<file path="src/rtl/core/vrsf_pkg.sv">
// Package for the voxel row store with Fletcher-32 checksum.
// Holds sizes, operation codes, the controller state type and the command
// and status structs; no dependencies.
`default_nettype none

package vrsf_pkg;

  localparam int VRSF_LAYERS     = 24;
  localparam int VRSF_ROWS       = 16;
  localparam int VRSF_FOLD_BLOCK = 360;
  localparam int VRSF_BLK_W      = $clog2(VRSF_FOLD_BLOCK);
  localparam logic [31:0] VRSF_SUM_INIT = 32'h0000_ffff;

  localparam logic OP_WRITE = 1'b0;
  localparam logic OP_READ  = 1'b1;

  typedef enum logic [3:0] {
    ST_CLEAR,
    ST_IDLE,
    ST_WRITE,
    ST_ISSUE,
    ST_DRAIN,
    ST_FOLD,
    ST_FINAL,
    ST_READ,
    ST_DONE
  } vrsf_state_t;

  typedef struct packed {
    logic capture;
    logic clr_wr;
    logic item_wr;
    logic cnt_clr;
    logic cnt_step;
    logic sweep_rd;
    logic item_rd;
    logic acc;
    logic fold;
    logic init;
    logic store_sum;
    logic load_out;
  } vrsf_cmd_t;

  typedef struct packed {
    logic op_read;
    logic cnt_last;
    logic blk_last;
  } vrsf_sts_t;

endpackage

`default_nettype wire

</file>
<file path="src/rtl/core/vrsf_ctrl.sv">
// Controller state machine of the voxel row store: clearing pass, item
// sequencing, checksum sweep and output handshake. Depends on vrsf_pkg.
`default_nettype none

module vrsf_ctrl
  import vrsf_pkg::*;
(
  input  wire logic      clk,
  input  wire logic      rst_n,
  input  wire logic      in_valid,
  output logic           in_stall,
  output logic           out_valid,
  input  wire logic      out_stall,
  input  wire vrsf_sts_t sts,
  output vrsf_cmd_t      cmd
);

  vrsf_state_t state_r, state_nxt;
  logic        prev_issue_r, prev_issue_nxt;
  logic        last_r, last_nxt;
  logic        out_valid_r, out_valid_nxt;

  always_ff @(posedge clk) begin
    if (!rst_n) begin
      state_r      <= ST_CLEAR;
      prev_issue_r <= 1'b0;
      last_r       <= 1'b0;
      out_valid_r  <= 1'b0;
    end else begin
      state_r      <= state_nxt;
      prev_issue_r <= prev_issue_nxt;
      last_r       <= last_nxt;
      out_valid_r  <= out_valid_nxt;
    end
  end

  always_comb begin
    state_nxt      = state_r;
    last_nxt       = last_r;
    prev_issue_nxt = (state_r == ST_ISSUE);
    out_valid_nxt  = out_valid_r && out_stall;
    cmd            = '0;
    in_stall       = 1'b1;
    case (state_r)
      ST_CLEAR: begin
        cmd.clr_wr   = 1'b1;
        cmd.cnt_step = 1'b1;
        if (sts.cnt_last) begin
          state_nxt = ST_IDLE;
        end
      end
      ST_IDLE: begin
        in_stall = 1'b0;
        if (in_valid) begin
          cmd.capture = 1'b1;
          state_nxt   = ST_WRITE;
        end
      end
      ST_WRITE: begin
        if (sts.op_read) begin
          cmd.item_rd = 1'b1;
          state_nxt   = ST_DONE;
        end else begin
          cmd.item_wr = 1'b1;
          cmd.cnt_clr = 1'b1;
          cmd.init    = 1'b1;
          last_nxt    = 1'b0;
          state_nxt   = ST_ISSUE;
        end
      end
      ST_ISSUE: begin
        cmd.sweep_rd = 1'b1;
        cmd.cnt_step = 1'b1;
        cmd.acc      = prev_issue_r;
        if (sts.cnt_last) begin
          last_nxt = 1'b1;
        end
        if (sts.cnt_last || sts.blk_last) begin
          state_nxt = ST_DRAIN;
        end
      end
      ST_DRAIN: begin
        cmd.acc   = 1'b1;
        state_nxt = ST_FOLD;
      end
      ST_FOLD: begin
        cmd.fold  = 1'b1;
        state_nxt = last_r ? ST_FINAL : ST_ISSUE;
      end
      ST_FINAL: begin
        cmd.store_sum = 1'b1;
        state_nxt     = ST_DONE;
      end
      ST_READ: begin
        cmd.item_rd = 1'b1;
        state_nxt   = ST_DONE;
      end
      ST_DONE: begin
        if (!out_valid_r || !out_stall) begin
          cmd.load_out  = 1'b1;
          out_valid_nxt = 1'b1;
          state_nxt     = ST_IDLE;
        end
      end
      default: begin
        state_nxt = ST_IDLE;
      end
    endcase
  end

  assign out_valid = out_valid_r;

endmodule

`default_nettype wire

</file>
<file path="config.mk">
export PLATFORM = sky130hd
export DESIGN_NAME = vrsf_ctrl
export DESIGN_NICKNAME = d
export VERILOG_FILES = /design/src/rtl/core/vrsf_pkg.sv /design/src/rtl/core/vrsf_ctrl.sv
export SDC_FILE = /design/constraint.sdc
export NUM_CORES = 1
export LEC_CHECK = 0
export BUFFER_PORTS_ARGS = -buffer_cell sky130_fd_sc_hd__buf_2
export CAP_MARGIN = 5
export CORE_AREA = 2 2 48 50
export CTS_CLUSTER_SIZE = 16
export DETAILED_ROUTE_END_ITERATION = 10
export DIE_AREA = 0 0 50 52
export SYNTH_ARGS = -nofsm -noshare
export SYNTH_HDL_FRONTEND = slang
export SYNTH_SLANG_ARGS = --single-unit
</file>
<file path="constraint.sdc">
create_clock -name clk -period 2.1 [get_ports clk]
set_clock_uncertainty 0.1 [all_clocks]
set_input_delay 0.315 -clock clk [delete_from_list [all_inputs] [get_ports clk]]
set_output_delay 0.315 -clock clk [all_outputs]
set_load 0.005 [all_outputs]
</file>
# Word-level counts from Yosys, hierarchy flattened
# Cells that the tools add are included.
# W data, S select, Z words.
# totals
output_inout_bits,14
elab_cells,58
regBits,7
# classes
n_eq_ne,14
mux,29
n_reduce_logical,11
# op_table
cell,n
$pmux W4 S8,1
$mux W4,5
$mux W1,17
$eq A4 B3 Y1 const B,4
$ne A2 B2 Y1 const B,5
$eq A4 B2 Y1 const B,2
$pmux W1 S2,3
$eq A4 B1 Y1 const B,1
$eq A4 B4 Y1 const B,1
$logic_not A4 Y1,1
$mux W2,2
$reduce_and A4 Y1,1
$reduce_or A2 Y1,2
$mux W3,1
$reduce_and A3 Y1,1
$logic_not A1 Y1,2
$logic_or A1 B1 Y1,2
$ne A2 B1 Y1 const B,1
$reduce_bool A2 Y1,1
$logic_and A1 B1 Y1,1

# Longest topological paths before layout
# Gate-level depths: netlist of run 1.
# logic_depth
word_depth,4
ltp_mapped,5
ltp_nobuf,4

# Least setup slack after synthesis of run 1
# Ideal clock, no wire load.
# synth_path
path_kind,flip-flop to output port
startpoint,register state_r[3]
endpoint,output port cmd[8] in the netlist's numbering
path_slack_ps,441
stages_incl_launch_ff,5
required_time_ps,1685
arrival_ps,1244
cell_sequence,dfxtp_1 -> or2_1 -> clkbuf_1 -> nor3_1 -> buf_4
# synth_lines
item,line_no,text
"start, declared",vrsf_ctrl.sv:18,"vrsf_state_t state_r, state_nxt;"
"start signal, assigned",vrsf_ctrl.sv:30,state_r <= state_nxt;
"end, declared",vrsf_ctrl.sv:15,output vrsf_cmd_t cmd

==> impl_metrics.toml, run 1 <==
[route]
drt_first_pass_iters = 4
detail_route.drc_violations = 0
wl_um = 1170
route.detailed.vias_per_inst = 4.43
first_iter_violations = 6
final_antenna_net_count = 0
wl_per_cell_um = 10.6
via_count = 487

[final_layout]
post_route_cells_drive_above_1_share_pct = 41.5
antenna_cells_inserted = 0
final_cell_mix = "20 x buf_2, 7 x dfxtp_1, 6 x nand2_1, 6 x nor2_1, 5 x o21ai_0"
net_count_of_the_finished_layout = 90
most_common_library_cell_in_the_layout_ignoring_fill_and_taps = "buf_2"
multi_input_gate_area_in_the_final_layout_um2 = 325
final-instance-count-excl-fill = 110
layout.area.seq_um2 = 140
syn_to_final_growth_pct = 24.6
fillCellCount = 227

[timing]
post-route-min-period_ns = 1.97
grt_setup_unrepaired = "no"
max_freq_mhz = 508
fin_crit_sh_pct = 93.8
setup_tns_ns = 0
worstMarginPinSlew_ns = 0.371
timing.final.max_slew_violations = 0
timing_hold_violations_final = 0
setup_viol_count_final = 0
worst_slew_margin_rel_pct = 75.2

[placement]
portBuffers = 20
dp_hpwl_um = 880
place_inst = 106
gp_congestion = 0.710

[logic_synthesis]
synth_fp_nets = 72
ys_seq_elements = 7
synth_seq_area_share_pct = 27.5
postSynthAreaPerCell_um2 = 7.83
postSynthCellCount = 65
yosysUniqueCellTypes = 31
syn-cell-area_um2 = 509
synth.yosys.warnings = 0

[setup_path]
r2r_end = "state_r[2]$_SDFFE_PN0P_"
setup.worst_path.class = "flop to output pin"
critical_path_arrival_ns = 1.56
critical_path.startpoint_type = "flop"
worst_setup_path_end_kind = "output pin"
worst-path-max-fanout = 11
timing.reg2reg.setup_slack_ns = 0.44
worstReg2RegStart = "state_r[2]$_SDFFE_PN0P_"
worst-r2r-cell-count = 4
data_required_time_of_the_critical_path_ns = 1.68

[grt]
busiest_layer = "met2"
grt_pass1_wl_um = 1940
grt.met2_usage_pct = 14.5
use_met1_pct = 12.5
grt_pass1_vias = 435
grt_max_degree = 13
antenna_found_initial = 0
gr-usage-all-layers_pct = 10.4
met3_usage_pct = 2.59
grt-ovfl-total = 0

[clocking]
clk_path_buf_depth = 2
cts_tree = "done"
worstSkewPairLatency_ns = 0.25
h-tree-depth = 1
cts.repair.resized = 0
clockRootBuffer = "clkbuf_4"
postCtsSetupBuffers = 0
cts-hold-fix-buffers = 0
clock_slew_seen_by_the_registers_of_the_worst_setup_and_hold_paths_ns = 0.05
numCtsBuffers = 3
clock_sink_count = 7

[pwr]
leakage_nw = 0.291
worst_ir_drop_vdd_v = 0.000304
p_per_area_nw_per_um2 = 958
power_uw = 608

[hold_path]
hp-class = "input pin to flop"
min_delay_worst_endpoint = "prev_issue_r$_SDFF_PN0_"
timing.hold.worst_path_depth = 2
hold_path.startpoint = "rst_n"

[floorplan]
fp.dieArea_um2 = 2600
die_h_um = 52
chipWidth_um = 50
initial_utilization_pct = 24.2
floorplan.rows = 17
coreArea_um2 = 2110
design.portCount = 21

[outcome]
run_status = "finished, final reports clean"

[flow_run]
timing.max_cap.violations = 0
-- area by class of cell --
class                      instances  area share (%)
clock buffer                       4            4.14
inverter                           2            1.18
multi-input combinational         49            51.3
sequential                         7            22.1
tap                               28            5.52
timing repair buffer              20            15.8
-- cells by family after synthesis --
group                  count (synthesis)  share of synthesized area (%)
AO/OA/AOI/OAI                         14                           19.4
buffers and inverters                  9                           9.58
flip-flops                             7                           27.5
multiplexers                           4                           8.11
AND/OR/NAND/NOR                       31                           35.4
-- worst max-delay path by stage --
stage / from / endpoint / slack (ns) / depth (start not counted)
3_5_place_dp: state_r[2]$_SDFFE_PN0P_ / cmd[2] / 0.36 / 3
2_1_floorplan: state_r[3]$_SDFFE_PN0P_ / cmd[8] / 0.44 / 4
6_report: state_r[0]$_SDFFE_PN0P_ / cmd[11] / 0.13 / 4
3_3_place_gp: state_r[2]$_SDFFE_PN0P_ / cmd[2] / 0.38 / 3
5_1_grt: state_r[2]$_SDFFE_PN0P_ / cmd[11] / 0.02 / 4
4_1_cts: state_r[2]$_SDFFE_PN0P_ / cmd[9] / 0.07 / 3
-- power breakdown --
group          leakage (nW)  internal (mW)  switching, mW  total [mW]
Sequential           0.0569          0.155         0.0504       0.206
Combinational         0.219          0.145          0.137       0.282
Clock                0.0150         0.0724         0.0473       0.120
-- sequential cells by signal, summed over array words and instances (netlist names) --
register      count
last_r            1
prev_issue_r      1
state_r           4
out_valid         1
-- stage by stage --
stage          cell area, µm²  setup slack, ns  utilization (%)  hold slack [ns]
4_1_cts                   629           0.0688             29.9            0.266
5_1_grt                   634           0.0202             30.1            0.270
3_5_place_dp              603            0.362             28.6            0.423
6_report                  634            0.130             30.1            0.278
3_3_place_gp              603            0.379             28.6            0.428
2_1_floorplan             509            0.441                -            0.337
-- synth_stat cells (all sizes together) --
master	instances	area, µm²
a21boi	2	15.0
a21oi	4	23.8
a221o	1	11.3
and2	1	6.26
and2b	2	17.5
and3	2	13.8
buf	6	37.5
clkbuf	1	3.75
dfxtp	7	140
inv	2	7.51
mux2	1	11.3
mux2i	3	30.0
nand2	6	22.5
nand2b	1	6.26
nand3	1	5.00
nand3b	1	7.51
nor2	6	22.5
nor2b	2	12.5
nor3	1	5.00
nor3b	2	15.0
o21ai	5	25.0
o31ai	1	7.51
o32ai	1	16.3
or2	4	25.0
or2b	1	7.51
or4b	1	13.8
-- critical path, stage by stage, from the launching register on --
cell     delay, ns
dfxtp_1       0.51
or2b_1        0.31
or2_2         0.29
nor2_1        0.08
buf_2         0.11
-- per-layer routing --
metal | share of wire (%) | routed length, µm
met5 | 0 | 0
met4 | 2.7 | 31
met3 | 3.4 | 40
met2 | 45 | 531
met1 | 48 | 565
Power figures use the tool's default switching activity.
==> run 2, diff against run 1 <==
ABC_AREA = 1   (was not set)
CORE_AREA = 2 2 46 48   (was 2 2 48 50)
DIE_AREA = 0 0 48 50   (was 0 0 50 52)
==> run 2 against run 1 <==
- critical endpoint is now cmd[8]
- maximum frequency is 14% higher
- hold slack worse by 0.082 ns
- combinational power is 9.9% lower
- final area is 2.6% lower
- flip-flop and latch count stayed put
- non-clock buffer count stayed put
- largest cell class unchanged
==> impl_metrics.toml, run 2 <==
[outcome]
run_status = "finished, final reports clean"

[logic_synthesis]
synthDominantAreaCellType = "dfxtp_1"
ys_seq_elements = 7
synthDominantCellAreaShare_pct = 29.2
post_synth_main_area_contributors = "dfxtp_1 29%, nand2_1 16%, inv_1 13%, nand3_1 9.4%, nor2_1 7.8%"
synth.yosys.warnings = 0
synthMostInstantiatedCell = "nand2_1"
syn-cell-area_um2 = 480
yosysUniqueCellTypes = 13
synth_ff_type = "dfxtp_1"
synth_fp_nets = 88
synth.top_cells.by_count = "21 x nand2_1, 16 x inv_1, 10 x nor2_1"
synth-edff-count = 0
postSynthAreaPerCell_um2 = 5.93
postSynthCellCount = 81
synth_seq_area_share_pct = 29.2
synth_async_sr_flop_share_pct = 0

[clocking]
clock_sink_count = 7
clockRootBuffer = "clkbuf_4"
cts-hold-fix-buffers = 0
numCtsBuffers = 3
worstSkewPairLatency_ns = 0.25
clk_path_buf_depth = 2
h-tree-depth = 1
cts_tree = "done"
postCtsSetupBuffers = 0
clock_slew_seen_by_the_registers_of_the_worst_setup_and_hold_paths_ns = 0.05
cts.repair.resized = 0

[placement]
place_inst = 125
portBuffers = 20
dp_hpwl_um = 926
gp_congestion = 0.852
placed_area_um2 = 592

[setup_path]
r2r_end = "state_r[1]$_SDFFE_PN0P_"
critPathTopFamily = "simple AND/OR/NAND/NOR gates"
timing.critical_path.cells = "nor2_2 > nand3_1 > inv_1 > buf_2"
data_required_time_of_the_critical_path_ns = 1.68
crit_start = "state_r[3]$_SDFFE_PN0P_"
critical_path_buffers_and_inverters = 2
setup.worst_path.class = "flop to output pin"
timing.reg2reg.setup_slack_ns = 0.77
critical_path_arrival_ns = 1.32
worst_setup_path_end_kind = "output pin"
crit_cells = 4
critical_path.endpoint = "cmd[8]"
critical_path.startpoint_type = "flop"
crit_slowest_cell = "dfxtp_1"
worst-path-max-fanout = 7
timing.critical_path.slowest_cell_delay_ns = 0.34
worst-r2r-cell-count = 6
worstReg2RegStart = "state_r[0]$_SDFFE_PN0P_"

[route]
final_antenna_net_count = 0
route.detailed.vias_per_inst = 4.26
wl_per_cell_um = 8.95
drt_first_pass_iters = 4
first_iter_violations = 8
wl_um = 1150
via_count = 549
detail_route.drc_violations = 0

[floorplan]
die_h_um = 50
design.portCount = 21
initial_utilization_pct = 25.3
floorplan.rows = 16
coreArea_um2 = 1900
chipWidth_um = 48
fp.dieArea_um2 = 2400

[timing]
timing.final.max_slew_violations = 0
fin_crit_sh_pct = 82.5
max_freq_mhz = 577
grt_setup_unrepaired = "no"
timing_hold_violations_final = 0
setup_viol_count_final = 0
hold_slack_ns = 0.196
post-route-min-period_ns = 1.73
setup_tns_ns = 0
worstMarginPinSlew_ns = 0.284
worst_slew_margin_rel_pct = 81.1

[grt]
gr-usage-all-layers_pct = 11.1
antenna_found_initial = 0
grt_pass1_vias = 466
grt-ovfl-total = 0
grt_pass1_wl_um = 1820
grt_max_degree = 8

[final_layout]
final-instance-count-excl-fill = 129
final_cell_area_um2 = 618
final_cell_mix = "21 x nand2_1, 20 x buf_2, 16 x inv_1, 10 x nor2_1, 9 x nand3_1"
antenna_cells_inserted = 0
largest_register_ffs = 4
post_route_cells_drive_above_1_share_pct = 31.4
net_count_of_the_finished_layout = 110
most_common_library_cell_in_the_layout_ignoring_fill_and_taps = "nand2_1"
syn_to_final_growth_pct = 28.6
fillCellCount = 237
max_flop_register = "state_r"

[pwr]
power.net_switching_uw = 227
power_uw = 552
swShare_pct = 41.2
power_frac_seq_pct = 31.6
worst_ir_drop_vdd_v = 0.000250
p_clk_share_pct = 22.3
pwr-share-comb_pct = 46.1
p_per_area_nw_per_um2 = 893
leakage_nw = 0.382
cell_internal_pwr_uw = 325

[flow_run]
timing.max_cap.violations = 0

[hold_path]
hp-class = "input pin to flop"
hold_path.startpoint = "rst_n"
run 2: how the worst min path moves through the flow:
stage	end	slack (ns)	cells past startpoint
2_1_floorplan	state_r[3]$_SDFFE_PN0P_	0.31	2
5_1_grt	state_r[3]$_SDFFE_PN0P_	0.20	3
4_1_cts	state_r[3]$_SDFFE_PN0P_	0.19	3
6_report	state_r[3]$_SDFFE_PN0P_	0.20	3
3_5_place_dp	out_valid$_SDFF_PN0_	0.39	2
3_3_place_gp	out_valid$_SDFF_PN0_	0.38	2
run 2: cell type report:
cell class / instances / area [µm²] / share of cell area [%]
Timing Repair Buffer: 20 / 100 / 16.2
Clock buffer: 4 / 26.3 / 4.25
Inverter: 17 / 63.8 / 10.3
Multi-Input combinational cell: 54 / 254 / 41.1
Sequential cell: 7 / 140 / 22.7
Tap cell: 27 / 33.8 / 5.47
run 2: cells by family after synthesis:
group	after synthesis	share of synthesized area [%]
buf+inv	20	18.0
flops	7	29.2
compound gates	7	10.4
simple gates	47	42.4
run 2: worst register-to-register path, stage by stage (launching register included):
cell and delay (ns):
dfxtp_1 0.42, nor2_2 0.12, nand3_1 0.13, nand2_1 0.07
nor2_2 0.16, nand2_1 0.07, a21oi_1 0.17
run 2: metrics by stage:
step,utilization [%],worst slack [ns]
floorplan,-,0.750
global placement,31.1,0.632
detailed placement,31.1,0.620
CTS,32.5,0.346
global route,32.5,0.160
finish,32.5,0.367
run 2: routing by layer:
layer  track usage (%)  vias up  share of wire (%)
met1              12.1      239                 43
li1                  -      288                  -
met5                 0        -                  0
met2              16.2       18                 49
met3              2.20        4                4.1
met4              11.3        0                3.6
run 2: power by group through the flow:
stage / clock [mW] / combinational [mW] / sequential (mW)
2_1_floorplan: 0 / 0.178 / 0.173
3_3_place_gp: 0 / 0.257 / 0.176
3_5_place_dp: 0 / 0.255 / 0.178
4_1_cts: 0.129 / 0.257 / 0.175
5_1_grt: 0.143 / 0.285 / 0.179
6_report: 0.123 / 0.254 / 0.175
